**config.mk**
```make
export PLATFORM = sky130hd
export DESIGN_NAME = recursive_reader_writer_lock_unit_flat
export DESIGN_NICKNAME = d
export VERILOG_FILES = /design/src/rwl_pkg.sv /design/src/rwl_req_if.sv /design/src/rwl_rsp_if.sv /design/src/rwl_cfg_if.sv /design/src/recursive_reader_writer_lock_unit.sv /design/src/rwl_ctrl.sv /design/src/rwl_datapath.sv /design/src/flat_wrapper.sv
export VERILOG_INCLUDE_DIRS = /design/src /design/src/src
export SDC_FILE = /design/constraint.sdc
export NUM_CORES = 1
export LEC_CHECK = 0
export CAP_MARGIN = 5
export CORE_ASPECT_RATIO = 1.4
export CORE_MARGIN = 3
export CORE_UTILIZATION = 30
export DETAILED_ROUTE_END_ITERATION = 12
export DONT_BUFFER_PORTS = 1
export GPL_ROUTABILITY_DRIVEN = 1
export PLACE_DENSITY = 0.42
export SLEW_MARGIN = 15
export SYNTH_ARGS = -nofsm -noshare
export SYNTH_HDL_FRONTEND = slang
export SYNTH_SLANG_ARGS = --single-unit
```
**constraint.sdc**
```tcl
create_clock -name clk -period 6.9 [get_ports clk]
set_clock_uncertainty 0.15 [all_clocks]
set_input_delay 1.725 -clock clk [delete_from_list [all_inputs] [get_ports clk]]
set_output_delay 1.725 -clock clk [all_outputs]
set_load 0.005 [all_outputs]
```
**src/recursive_reader_writer_lock_unit_defines.svh**
```systemverilog
// Assertion helpers shared by the lock unit's modules.
// Each macro expects a clock named clk and an active-low reset named rst_n in scope.
`ifndef RECURSIVE_READER_WRITER_LOCK_UNIT_DEFINES_SVH
`define RECURSIVE_READER_WRITER_LOCK_UNIT_DEFINES_SVH

// The consequent must hold in the same cycle as the antecedent.
`define RWL_ASSERT_SAME(label, ante, cons, msg) \
  label: assert property (@(posedge clk) disable iff (!rst_n) (ante) |-> (cons)) \
    else $error(msg);

// The consequent must hold in the cycle after the antecedent.
`define RWL_ASSERT_NEXT(label, ante, cons, msg) \
  label: assert property (@(posedge clk) disable iff (!rst_n) (ante) |=> (cons)) \
    else $error(msg);

`endif

```
**src/rwl_pkg.sv**
```systemverilog
`timescale 1ns / 1ps
package rwl_pkg;

  typedef enum logic [3:0] {
    FN_ACQ_READ      = 4'd0,
    FN_TRY_READ      = 4'd1,
    FN_RESUME_READ   = 4'd2,
    FN_ABANDON_READ  = 4'd3,
    FN_ACQ_WRITE     = 4'd4,
    FN_TRY_WRITE     = 4'd5,
    FN_RESUME_WRITE  = 4'd6,
    FN_ABANDON_WRITE = 4'd7,
    FN_UNLOCK        = 4'd8
  } rwl_func_t;

  typedef enum logic [2:0] {
    ST_GRANTED   = 3'd0,
    ST_REFUSED   = 3'd1,
    ST_WAIT      = 3'd2,
    ST_RELEASED  = 3'd3,
    ST_HELD      = 3'd4,
    ST_NOTLOCKED = 3'd5,
    ST_FULL      = 3'd6,
    ST_SAT       = 3'd7
  } rwl_status_t;

  // Commands from the controller to the datapath.
  typedef struct packed {
    logic load;    // capture the request word
    logic commit;  // apply the request to the lock state and register the result
  } rwl_cmd_t;

endpackage

```
**src/rwl_req_if.sv**
```systemverilog
`timescale 1ns / 1ps
interface rwl_req_if #(
  parameter int THREAD_ID_BITS = 8
);
  logic                      valid;
  logic                      ready;
  logic [3:0]                func;
  logic [THREAD_ID_BITS-1:0] thread_id;

  modport source (output valid, func, thread_id, input ready);
  modport sink (input valid, func, thread_id, output ready);
endinterface

```
**src/rwl_rsp_if.sv**
```systemverilog
`timescale 1ns / 1ps
interface rwl_rsp_if #(
  parameter int COUNT_BITS  = 16,
  parameter int WAITER_BITS = 8
);
  logic                          valid;
  logic                          ready;
  logic [2:0]                    status;
  logic                          wake_one_writer;
  logic                          wake_all_readers;
  logic signed [COUNT_BITS-1:0]  lock_count;
  logic [WAITER_BITS-1:0]        readers_waiting;
  logic [WAITER_BITS-1:0]        writers_waiting;

  modport source (output valid, status, wake_one_writer, wake_all_readers, lock_count,
                  readers_waiting, writers_waiting, input ready);
  modport sink (input valid, status, wake_one_writer, wake_all_readers, lock_count,
                readers_waiting, writers_waiting, output ready);
endinterface

```
**src/rwl_cfg_if.sv**
```systemverilog
`timescale 1ns / 1ps
interface rwl_cfg_if;
  logic valid;
  logic ready;
  logic recursive_mode;

  modport source (output valid, recursive_mode, input ready);
  modport sink (input valid, recursive_mode, output ready);
endinterface

```
**src/recursive_reader_writer_lock_unit.sv**
```systemverilog
`timescale 1ns / 1ps
// A word accepted in one cycle is applied to the lock state in the cycle after, in the
// controller's single execute state, and its registered result is offered from then on
// until it is taken; a new word is taken in the cycle the previous result is taken, not
// before. Reset (synchronous, rst_n low) clears the holder count, both waiter counts,
// the reader table valid bits, the write owner, recursive_mode, the result word and the
// controller state.
module recursive_reader_writer_lock_unit import rwl_pkg::*; #(
  parameter int READER_SLOTS   = 16,
  parameter int THREAD_ID_BITS = 8,
  parameter int COUNT_BITS     = 16,
  parameter int WAITER_BITS    = 8
) (
  input logic       clk,
  input logic       rst_n,
  rwl_req_if.sink   in_req,
  rwl_rsp_if.source out_rsp,
  rwl_cfg_if.sink   cfg_wr
);

  rwl_cmd_t cmd;

  assign cfg_wr.ready = 1'b1;

  rwl_ctrl u_ctrl (
    .clk       (clk),
    .rst_n     (rst_n),
    .in_valid  (in_req.valid),
    .in_ready  (in_req.ready),
    .out_valid (out_rsp.valid),
    .out_ready (out_rsp.ready),
    .cmd       (cmd)
  );

  rwl_datapath #(
    .READER_SLOTS   (READER_SLOTS),
    .THREAD_ID_BITS (THREAD_ID_BITS),
    .COUNT_BITS     (COUNT_BITS),
    .WAITER_BITS    (WAITER_BITS)
  ) u_datapath (
    .clk                  (clk),
    .rst_n                (rst_n),
    .cmd                  (cmd),
    .in_func              (in_req.func),
    .in_thread_id         (in_req.thread_id),
    .cfg_we               (cfg_wr.valid),
    .cfg_mode             (cfg_wr.recursive_mode),
    .out_status           (out_rsp.status),
    .out_wake_one_writer  (out_rsp.wake_one_writer),
    .out_wake_all_readers (out_rsp.wake_all_readers),
    .out_lock_count       (out_rsp.lock_count),
    .out_readers_waiting  (out_rsp.readers_waiting),
    .out_writers_waiting  (out_rsp.writers_waiting)
  );

endmodule

```
**src/rwl_ctrl.sv**
```systemverilog
`timescale 1ns / 1ps
`include "recursive_reader_writer_lock_unit_defines.svh"
module rwl_ctrl import rwl_pkg::*; (
  input  logic     clk,
  input  logic     rst_n,
  input  logic     in_valid,
  output logic     in_ready,
  output logic     out_valid,
  input  logic     out_ready,
  output rwl_cmd_t cmd
);

  typedef enum logic [2:0] {
    S_IDLE = 3'b001,
    S_EXEC = 3'b010,
    S_DONE = 3'b100
  } state_t;

  state_t state_r, state_nxt;

  always_ff @(posedge clk) begin
    if (!rst_n) begin
      state_r <= S_IDLE;
    end else begin
      state_r <= state_nxt;
    end
  end

  // A new word may enter in the same cycle the finished result is taken.
  assign in_ready   = (state_r == S_IDLE) || ((state_r == S_DONE) && out_ready);
  assign out_valid  = (state_r == S_DONE);
  assign cmd.load   = in_valid && in_ready;
  assign cmd.commit = (state_r == S_EXEC);

  always_comb begin
    state_nxt = state_r;
    case (state_r)
      S_IDLE: begin
        if (in_valid) state_nxt = S_EXEC;
      end
      S_EXEC: begin
        state_nxt = S_DONE;
      end
      S_DONE: begin
        if (out_ready) state_nxt = in_valid ? S_EXEC : S_IDLE;
      end
      default: begin
        state_nxt = S_IDLE;
      end
    endcase
  end

  `RWL_ASSERT_NEXT(a_load_then_exec, cmd.load, state_r == S_EXEC, "accepted word did not start")
  `RWL_ASSERT_NEXT(a_exec_then_done, state_r == S_EXEC, out_valid, "result not presented")
  `RWL_ASSERT_NEXT(a_done_holds, out_valid && !out_ready, state_r == S_DONE,
                   "result dropped before it was taken")

endmodule

```
**src/rwl_datapath.sv**
```systemverilog
`timescale 1ns / 1ps
`include "recursive_reader_writer_lock_unit_defines.svh"
module rwl_datapath import rwl_pkg::*; #(
  parameter int READER_SLOTS   = 16,
  parameter int THREAD_ID_BITS = 8,
  parameter int COUNT_BITS     = 16,
  parameter int WAITER_BITS    = 8
) (
  input  logic                         clk,
  input  logic                         rst_n,
  input  rwl_cmd_t                     cmd,
  input  logic [3:0]                   in_func,
  input  logic [THREAD_ID_BITS-1:0]    in_thread_id,
  input  logic                         cfg_we,
  input  logic                         cfg_mode,
  output logic [2:0]                   out_status,
  output logic                         out_wake_one_writer,
  output logic                         out_wake_all_readers,
  output logic signed [COUNT_BITS-1:0] out_lock_count,
  output logic [WAITER_BITS-1:0]       out_readers_waiting,
  output logic [WAITER_BITS-1:0]       out_writers_waiting
);

  localparam int SLOT_BITS = $clog2(READER_SLOTS);
  localparam logic signed [COUNT_BITS-1:0] CNT_MAX = {1'b0, {(COUNT_BITS-1){1'b1}}};
  localparam logic signed [COUNT_BITS-1:0] CNT_MIN =
    {1'b1, {(COUNT_BITS-2){1'b0}}, 1'b1};
  localparam logic signed [COUNT_BITS-1:0] CNT_ONE = {{(COUNT_BITS-1){1'b0}}, 1'b1};
  localparam logic signed [COUNT_BITS-1:0] CNT_NEG_ONE = {COUNT_BITS{1'b1}};
  localparam logic [COUNT_BITS-1:0] DEPTH_ONE = {{(COUNT_BITS-1){1'b0}}, 1'b1};
  localparam logic [WAITER_BITS-1:0] WAIT_MAX = {WAITER_BITS{1'b1}};
  localparam logic [WAITER_BITS-1:0] WAIT_ONE = {{(WAITER_BITS-1){1'b0}}, 1'b1};

  logic [3:0]                   func_r;
  logic [THREAD_ID_BITS-1:0]    tid_r;
  logic                         mode_r;
  logic signed [COUNT_BITS-1:0] hc_r, hc_nxt;
  logic [WAITER_BITS-1:0]       wr_r, wr_nxt;
  logic [WAITER_BITS-1:0]       ww_r, ww_nxt;
  logic [THREAD_ID_BITS-1:0]    own_r, own_nxt;
  logic                         own_v_r, own_v_nxt;
  logic [READER_SLOTS-1:0]      slot_v_r;
  logic [THREAD_ID_BITS-1:0]    slot_t_r [READER_SLOTS];
  logic [COUNT_BITS-1:0]        slot_d_r [READER_SLOTS];

  logic [READER_SLOTS-1:0] hit_vec;
  logic                    hit_any, free_any;
  logic [SLOT_BITS-1:0]    hit_idx, free_idx;

  logic [2:0] st_nxt, rd_st;
  logic       wake_w_nxt, wake_r_nxt;
  logic       rd_sat, rd_full, rd_ok, own_hit;
  logic       do_read, alloc_slot, bump_slot, drop_slot, freed;

  // Request and configuration registers.
  always_ff @(posedge clk) begin
    if (cmd.load) begin
      func_r <= in_func;
      tid_r  <= in_thread_id;
    end
  end

  always_ff @(posedge clk) begin
    if (!rst_n) begin
      mode_r <= 1'b0;
    end else if (cfg_we) begin
      mode_r <= cfg_mode;
    end
  end

  // Parallel match over the reader table; the lowest free slot is taken for a new reader.
  always_comb begin
    for (int i = 0; i < READER_SLOTS; i++) begin
      hit_vec[i] = slot_v_r[i] && (slot_t_r[i] == tid_r);
    end
  end

  always_comb begin
    hit_idx  = '0;
    free_idx = '0;
    for (int i = READER_SLOTS - 1; i >= 0; i--) begin
      if (hit_vec[i]) hit_idx = SLOT_BITS'(i);
      if (!slot_v_r[i]) free_idx = SLOT_BITS'(i);
    end
  end

  assign hit_any  = |hit_vec;
  assign free_any = ~&slot_v_r;

  assign rd_sat  = (hc_r == CNT_MAX);
  assign rd_full = mode_r && !hit_any && !free_any;
  assign rd_ok   = !rd_sat && !rd_full;
  assign rd_st   = rd_sat ? ST_SAT : (rd_full ? ST_FULL : ST_GRANTED);
  assign own_hit = mode_r && own_v_r && (own_r == tid_r);

  always_comb begin
    hc_nxt     = hc_r;
    wr_nxt     = wr_r;
    ww_nxt     = ww_r;
    own_nxt    = own_r;
    own_v_nxt  = own_v_r;
    st_nxt     = ST_REFUSED;
    wake_w_nxt = 1'b0;
    wake_r_nxt = 1'b0;
    do_read    = 1'b0;
    alloc_slot = 1'b0;
    bump_slot  = 1'b0;
    drop_slot  = 1'b0;
    freed      = 1'b0;

    case (func_r)
      FN_ACQ_READ, FN_TRY_READ: begin
        if (mode_r && hit_any) begin
          do_read = 1'b1;
        end else if (func_r == FN_TRY_READ) begin
          if (hc_r[COUNT_BITS-1]) st_nxt = ST_REFUSED;
          else do_read = 1'b1;
        end else if (hc_r[COUNT_BITS-1] || (ww_r != '0)) begin
          if (wr_r == WAIT_MAX) begin
            st_nxt = ST_SAT;
          end else begin
            wr_nxt = wr_r + WAIT_ONE;
            st_nxt = ST_WAIT;
          end
        end else begin
          do_read = 1'b1;
        end
      end
      FN_RESUME_READ: begin
        if (wr_r == '0) begin
          st_nxt = ST_REFUSED;
        end else if (hc_r[COUNT_BITS-1] || (ww_r != '0)) begin
          st_nxt = ST_WAIT;
        end else begin
          do_read = 1'b1;
          if (rd_ok) wr_nxt = wr_r - WAIT_ONE;
        end
      end
      FN_ABANDON_READ: begin
        if (wr_r != '0) wr_nxt = wr_r - WAIT_ONE;
        st_nxt = ST_REFUSED;
      end
      FN_ACQ_WRITE, FN_TRY_WRITE: begin
        if (own_hit) begin
          if (hc_r == CNT_MIN) begin
            st_nxt = ST_SAT;
          end else begin
            hc_nxt = hc_r - CNT_ONE;
            st_nxt = ST_GRANTED;
          end
        end else if (hc_r != '0) begin
          if (func_r == FN_TRY_WRITE) begin
            st_nxt = ST_REFUSED;
          end else if (ww_r == WAIT_MAX) begin
            st_nxt = ST_SAT;
          end else begin
            ww_nxt = ww_r + WAIT_ONE;
            st_nxt = ST_WAIT;
          end
        end else begin
          hc_nxt = CNT_NEG_ONE;
          if (mode_r) begin
            own_nxt   = tid_r;
            own_v_nxt = 1'b1;
          end
          st_nxt = ST_GRANTED;
        end
      end
      FN_RESUME_WRITE: begin
        if (ww_r == '0) begin
          st_nxt = ST_REFUSED;
        end else if (hc_r != '0) begin
          st_nxt = ST_WAIT;
        end else begin
          hc_nxt = CNT_NEG_ONE;
          if (mode_r) begin
            own_nxt   = tid_r;
            own_v_nxt = 1'b1;
          end
          ww_nxt = ww_r - WAIT_ONE;
          st_nxt = ST_GRANTED;
        end
      end
      FN_ABANDON_WRITE: begin
        if (ww_r != '0) ww_nxt = ww_r - WAIT_ONE;
        st_nxt = ST_REFUSED;
      end
      FN_UNLOCK: begin
        if (hc_r == '0) begin
          st_nxt = ST_NOTLOCKED;
        end else begin
          if (!hc_r[COUNT_BITS-1]) begin
            drop_slot = mode_r && hit_any;
            hc_nxt    = hc_r - CNT_ONE;
            freed     = (hc_r == CNT_ONE);
          end else begin
            hc_nxt = hc_r + CNT_ONE;
            if (hc_r == CNT_NEG_ONE) begin
              freed     = 1'b1;
              own_v_nxt = 1'b0;
              own_nxt   = '0;
            end
          end
          st_nxt     = freed ? ST_RELEASED : ST_HELD;
          wake_w_nxt = freed && (ww_r != '0);
          wake_r_nxt = freed && (ww_r == '0) && (wr_r != '0);
        end
      end
      default: begin
        st_nxt = ST_REFUSED;
      end
    endcase

    // Shared read grant: in recursive mode, bump the requester's slot or open a new one.
    if (do_read) begin
      st_nxt = rd_st;
      if (rd_ok) begin
        hc_nxt = hc_r + CNT_ONE;
        if (mode_r) begin
          bump_slot  = hit_any;
          alloc_slot = !hit_any;
        end
      end
    end
  end

  always_ff @(posedge clk) begin
    if (!rst_n) begin
      hc_r    <= '0;
      wr_r    <= '0;
      ww_r    <= '0;
      own_r   <= '0;
      own_v_r <= 1'b0;
    end else if (cmd.commit) begin
      hc_r    <= hc_nxt;
      wr_r    <= wr_nxt;
      ww_r    <= ww_nxt;
      own_r   <= own_nxt;
      own_v_r <= own_v_nxt;
    end
  end

  always_ff @(posedge clk) begin
    if (!rst_n) begin
      slot_v_r <= '0;
    end else if (cmd.commit) begin
      if (alloc_slot) slot_v_r[free_idx] <= 1'b1;
      if (drop_slot && (slot_d_r[hit_idx] <= DEPTH_ONE)) slot_v_r[hit_idx] <= 1'b0;
    end
  end

  always_ff @(posedge clk) begin
    if (cmd.commit) begin
      if (alloc_slot) begin
        slot_t_r[free_idx] <= tid_r;
        slot_d_r[free_idx] <= DEPTH_ONE;
      end
      if (bump_slot) slot_d_r[hit_idx] <= slot_d_r[hit_idx] + DEPTH_ONE;
      if (drop_slot) slot_d_r[hit_idx] <= slot_d_r[hit_idx] - DEPTH_ONE;
    end
  end

  // Result word, held until the next request commits.
  always_ff @(posedge clk) begin
    if (!rst_n) begin
      out_status           <= ST_GRANTED;
      out_wake_one_writer  <= 1'b0;
      out_wake_all_readers <= 1'b0;
      out_lock_count       <= '0;
      out_readers_waiting  <= '0;
      out_writers_waiting  <= '0;
    end else if (cmd.commit) begin
      out_status           <= st_nxt;
      out_wake_one_writer  <= wake_w_nxt;
      out_wake_all_readers <= wake_r_nxt;
      out_lock_count       <= hc_nxt;
      out_readers_waiting  <= wr_nxt;
      out_writers_waiting  <= ww_nxt;
    end
  end

  `RWL_ASSERT_SAME(a_wake_only_on_release, out_wake_one_writer || out_wake_all_readers,
                   out_status == ST_RELEASED, "wake without release")
  `RWL_ASSERT_SAME(a_wake_writer_waits, out_wake_one_writer, ww_r != '0,
                   "writer woken with none waiting")
  `RWL_ASSERT_SAME(a_wake_readers_only, out_wake_all_readers, (ww_r == '0) && (wr_r != '0),
                   "readers woken while a writer waits or none wait")
  `RWL_ASSERT_NEXT(a_state_holds_idle, !cmd.commit,
                   $stable(hc_r) && $stable(wr_r) && $stable(ww_r),
                   "lock state moved without a commit")

endmodule
```
**src/flat_wrapper.sv**
```systemverilog
// flat-port wrapper written by rule: the top's interface ports become plain ports
module recursive_reader_writer_lock_unit_flat import rwl_pkg::*;
#(
  parameter int READER_SLOTS   = 16,
  parameter int THREAD_ID_BITS = 8,
  parameter int COUNT_BITS     = 16,
  parameter int WAITER_BITS    = 8
)
  (clk, rst_n, in_req_valid, in_req_func, in_req_thread_id, in_req_ready, out_rsp_valid, out_rsp_status, out_rsp_wake_one_writer, out_rsp_wake_all_readers, out_rsp_lock_count, out_rsp_readers_waiting, out_rsp_writers_waiting, out_rsp_ready, cfg_wr_valid, cfg_wr_recursive_mode, cfg_wr_ready);
  rwl_req_if #(.THREAD_ID_BITS(THREAD_ID_BITS)) in_req_i ();
  rwl_rsp_if #(.COUNT_BITS(COUNT_BITS), .WAITER_BITS(WAITER_BITS)) out_rsp_i ();
  rwl_cfg_if cfg_wr_i ();
  input logic clk;
  input logic rst_n;
  input wire logic [$bits(in_req_i.valid)-1:0] in_req_valid;
  input wire logic [$bits(in_req_i.func)-1:0] in_req_func;
  input wire logic [$bits(in_req_i.thread_id)-1:0] in_req_thread_id;
  output wire logic [$bits(in_req_i.ready)-1:0] in_req_ready;
  output wire logic [$bits(out_rsp_i.valid)-1:0] out_rsp_valid;
  output wire logic [$bits(out_rsp_i.status)-1:0] out_rsp_status;
  output wire logic [$bits(out_rsp_i.wake_one_writer)-1:0] out_rsp_wake_one_writer;
  output wire logic [$bits(out_rsp_i.wake_all_readers)-1:0] out_rsp_wake_all_readers;
  output wire logic [$bits(out_rsp_i.lock_count)-1:0] out_rsp_lock_count;
  output wire logic [$bits(out_rsp_i.readers_waiting)-1:0] out_rsp_readers_waiting;
  output wire logic [$bits(out_rsp_i.writers_waiting)-1:0] out_rsp_writers_waiting;
  input wire logic [$bits(out_rsp_i.ready)-1:0] out_rsp_ready;
  input wire logic [$bits(cfg_wr_i.valid)-1:0] cfg_wr_valid;
  input wire logic [$bits(cfg_wr_i.recursive_mode)-1:0] cfg_wr_recursive_mode;
  output wire logic [$bits(cfg_wr_i.ready)-1:0] cfg_wr_ready;
  assign in_req_i.valid = in_req_valid;
  assign in_req_i.func = in_req_func;
  assign in_req_i.thread_id = in_req_thread_id;
  assign in_req_ready = in_req_i.ready;
  assign out_rsp_valid = out_rsp_i.valid;
  assign out_rsp_status = out_rsp_i.status;
  assign out_rsp_wake_one_writer = out_rsp_i.wake_one_writer;
  assign out_rsp_wake_all_readers = out_rsp_i.wake_all_readers;
  assign out_rsp_lock_count = out_rsp_i.lock_count;
  assign out_rsp_readers_waiting = out_rsp_i.readers_waiting;
  assign out_rsp_writers_waiting = out_rsp_i.writers_waiting;
  assign out_rsp_i.ready = out_rsp_ready;
  assign cfg_wr_i.valid = cfg_wr_valid;
  assign cfg_wr_i.recursive_mode = cfg_wr_recursive_mode;
  assign cfg_wr_ready = cfg_wr_i.ready;
  recursive_reader_writer_lock_unit #(.READER_SLOTS(READER_SLOTS), .THREAD_ID_BITS(THREAD_ID_BITS), .COUNT_BITS(COUNT_BITS), .WAITER_BITS(WAITER_BITS)) u_core (.clk(clk), .rst_n(rst_n), .in_req(in_req_i), .out_rsp(out_rsp_i), .cfg_wr(cfg_wr_i));
endmodule
```
==> flow_summary.json <==
{
  "antenna_found_initial": 1,
  "maxCapViolCount": 0,
  "combPwrFrac": 0.034,
  "setup_viol": 0,
  "cp_data_arrival_time_ps": 6520,
  "synth_edf_count": 396,
  "instances_no_fill": 2916,
  "dp_slack_ps": 454,
  "path_buf_inv": 2,
  "htree_levels": 2,
  "crit_type": "flop to flop",
  "synth_nets": 1920,
  "startpoint_type": "flop",
  "dp_cells": 2826,
  "synth_seq_cells": 462,
  "vias": 15548,
  "clock_latency_ps": 620,
  "cts_resized": 0,
  "slew_headroom": 0.270,
  "syn_avg_cell_area_um2": 11.9,
  "grt_pass1_vias": 15545,
  "ios": 58,
  "place.gp.congestion": 0.884,
  "stdcell_area_um2": 25500,
  "p_seq_frac": 0.495,
  "slowest_stage": "a21oi_1",
  "slew_viol_final": 0,
  "area_growth_pct": 14.5,
  "syn_area_um2": 22300,
  "final_cell_mix": "edfxtp_1 (396), xnor2_1 (130), nand2_1 (124)",
  "fp.dieW_um": 236,
  "start_util": 0.305,
  "synthArstFlopShare": 0,
  "dr.pass1.iters": 5,
  "fmax_ghz": 0.156,
  "core_um2": 73200,
  "ys_seq_area_frac": 0.592,
  "finalCritPeriodShare": 0.930,
  "status": "finished, final reports clean",
  "cp_cell_sequence": "xor2_1 -> nor4_1 -> nand4_1 -> a211o_1 -> o211a_1 -> buf_4 -> nor2_1 -> a221oi_1 -> buf_4 -> o221ai_1 -> o21ai_1 -> or4b_4 -> nor4_1 -> o21ai_1 -> a21oi_1",
  "portBuffers": 0,
  "grt_pass1_wl_mm": 105,
  "setup_tns_ps": 0,
  "pwr-share-clk": 0.472,
  "clk_pin_slew_ps": 60,
  "swShare": 0.209,
  "cts.sinks": 462,
  "postCtsSetupRepairBufs": 0,
  "ctsHoldBuffers": 0,
  "syn_inst": 1881,
  "p_int_mw": 4.84,
  "drc": 0,
  "critPathCaptureType": "flop",
  "synth_warnings": 0,
  "overflow": 0,
  "fin_ws_ps": 483,
  "path_max_fanout": 16,
  "wl_mm": 70.7,
  "ys.flop_type": "edfxtp_1",
  "slowest_delay_ps": 850,
  "cts.path.max_buffers": 3,
  "min_period_ps": 6420,
  "grt_max_degree": 67,
  "cpLargestDelayFamily": "compound AO/OA/AOI/OAI gates",
  "ys_types": 87,
  "finalHoldViolCount": 0,
  "rsz0062_at_grt": "no",
  "grt_usage": 0.178,
  "power_density_nw_per_um2": 240,
  "num_rows": 117,
  "hold_path_class": "flop to flop",
  "final_core_util": 0.349,
  "cts-buffers-inserted": 48,
  "routed_via_density": 5.33,
  "cts_tree": "yes",
  "drive_above_1_share": 0.117,
  "antenna_left": 0,
  "leakagePower_nw": 8.39,
  "fin_nets": 1963,
  "peakVddDrop_uv": 174,
  "cp_data_required_time_ps": 7010,
  "clockRootBuffer": "clkbuf_16",
  "p_sw_mw": 1.28,
  "final_common_cell": "edfxtp_1",
  "wl_per_cell_um": 24.2,
  "worstMarginPinSlew_ps": 1090,
  "die_h_um": 329,
  "dp_hpwl_mm": 47.7,
  "dieArea_um2": 77700,
  "drt-initial-drc-count": 1115,
  "placedInstanceArea_um2": 23800
}
==> power groups by stage <==
stage / Clock, mW / Combinational, mW / Sequential, mW
6_report: 2.89 / 0.206 / 3.03
5_1_grt: 3.06 / 0.229 / 3.02
4_1_cts: 2.98 / 0.210 / 3.02
3_5_place_dp: 0 / 0.209 / 3.09
3_3_place_gp: 0 / 0.207 / 3.09
2_1_floorplan: 0 / 0.157 / 3.08
==> logic make-up after synthesis <==
family | synth area share
buf+inv | 0.0293
compound gates | 0.119
mux | 0.0375
simple gates | 0.142
fa+ha+maj | 0.0125
xor+xnor | 0.0664
other cells | 0.000168
flops | 0.592
==> metrics by stage <==
stage / hold slack (ps) / power [mW]
after floorplan: 286 / 3.24
after global placement: 308 / 3.29
after detailed placement: 318 / 3.29
after CTS: 325 / 6.21
after global routing: 344 / 6.31
final: 324 / 6.12
==> registers in the layout, indices dropped and copies added (netlist names) <==
signal,flops
u_core.u_datapath.func_r,4
u_core.u_datapath.out_writers_waiting,8
u_core.u_datapath.slot_t_r,128
u_core.u_datapath.out_status,3
u_core.u_ctrl.state_r,3
u_core.u_datapath.mode_r,1
u_core.u_datapath.own_v_r,1
u_core.u_datapath.slot_d_r,256
u_core.u_datapath.own_r,8
u_core.u_datapath.out_wake_all_readers,1
u_core.u_datapath.slot_v_r,16
u_core.u_datapath.out_wake_one_writer,1
u_core.u_datapath.out_readers_waiting,8
u_core.u_datapath.tid_r,8
u_core.u_datapath.out_lock_count,16
==> metal layers <==
| metal | part of all wire | routed length [um] | track usage |
|---|---|---|---|
| met2 | 0.51 | 36300 | 0.324 |
| met1 | 0.41 | 28700 | 0.214 |
| met5 | 0 | 0 | 0 |
| met3 | 0.043 | 3040 | 0.0259 |
| met4 | 0.037 | 2610 | 0.0655 |
==> final cells by class <==
| cell class | count | area [um2] |
|---|---|---|
| Antenna cell | 2 | 5.00 |
| Clock buffer | 61 | 1300 |
| Clock inverter | 27 | 443 |
| Fill cell | 7256 | 47700 |
| Inverter | 24 | 90.1 |
| Multi-Input combinational cell | 1297 | 8510 |
| Sequential cell | 462 | 13200 |
| Tap cell | 952 | 1190 |
| Timing Repair Buffer | 91 | 783 |
==> tightest hold or removal path, cell delays in order (launching register included) <==
cell      delay (ps)
dfxtp_1          310
nand2_1           50
a21boi_0          60
==> synth_stat cells, types with 23 or more instances <==
| cell | count | share of area |
|---|---|---|
| inv_1 | 24 | 0.0040 |
| o22ai_1 | 23 | 0.0065 |
| xor2_1 | 39 | 0.015 |
| o21ai_0 | 111 | 0.025 |
| xnor2_1 | 130 | 0.051 |
| nand2_1 | 124 | 0.021 |
| clkbuf_1 | 53 | 0.0089 |
| nor2_1 | 138 | 0.023 |
| nor3_1 | 44 | 0.0099 |
| a21oi_1 | 97 | 0.022 |
| mux2i_1 | 70 | 0.031 |
| nand4_1 | 48 | 0.013 |
| edfxtp_1 | 396 | 0.53 |
| nand3_1 | 89 | 0.020 |
| dfxtp_1 | 66 | 0.059 |
| nor2b_1 | 30 | 0.0084 |
==> final timing paths <==
kind,from,end,slack (ps),cells past startpoint
setup / recovery,u_core.u_datapath.tid_r[1],u_core.u_datapath.slot_d_r[3][13],480,15
hold / removal,u_core.u_datapath.own_r[4],u_core.u_datapath.own_r[4],320,2
setup reg to reg,u_core.u_datapath.tid_r[1],u_core.u_datapath.slot_d_r[3][13],480,15
hold reg to reg,u_core.u_datapath.own_r[4],u_core.u_datapath.own_r[4],320,2
Note: power is estimated with default switching activity, not from simulation.
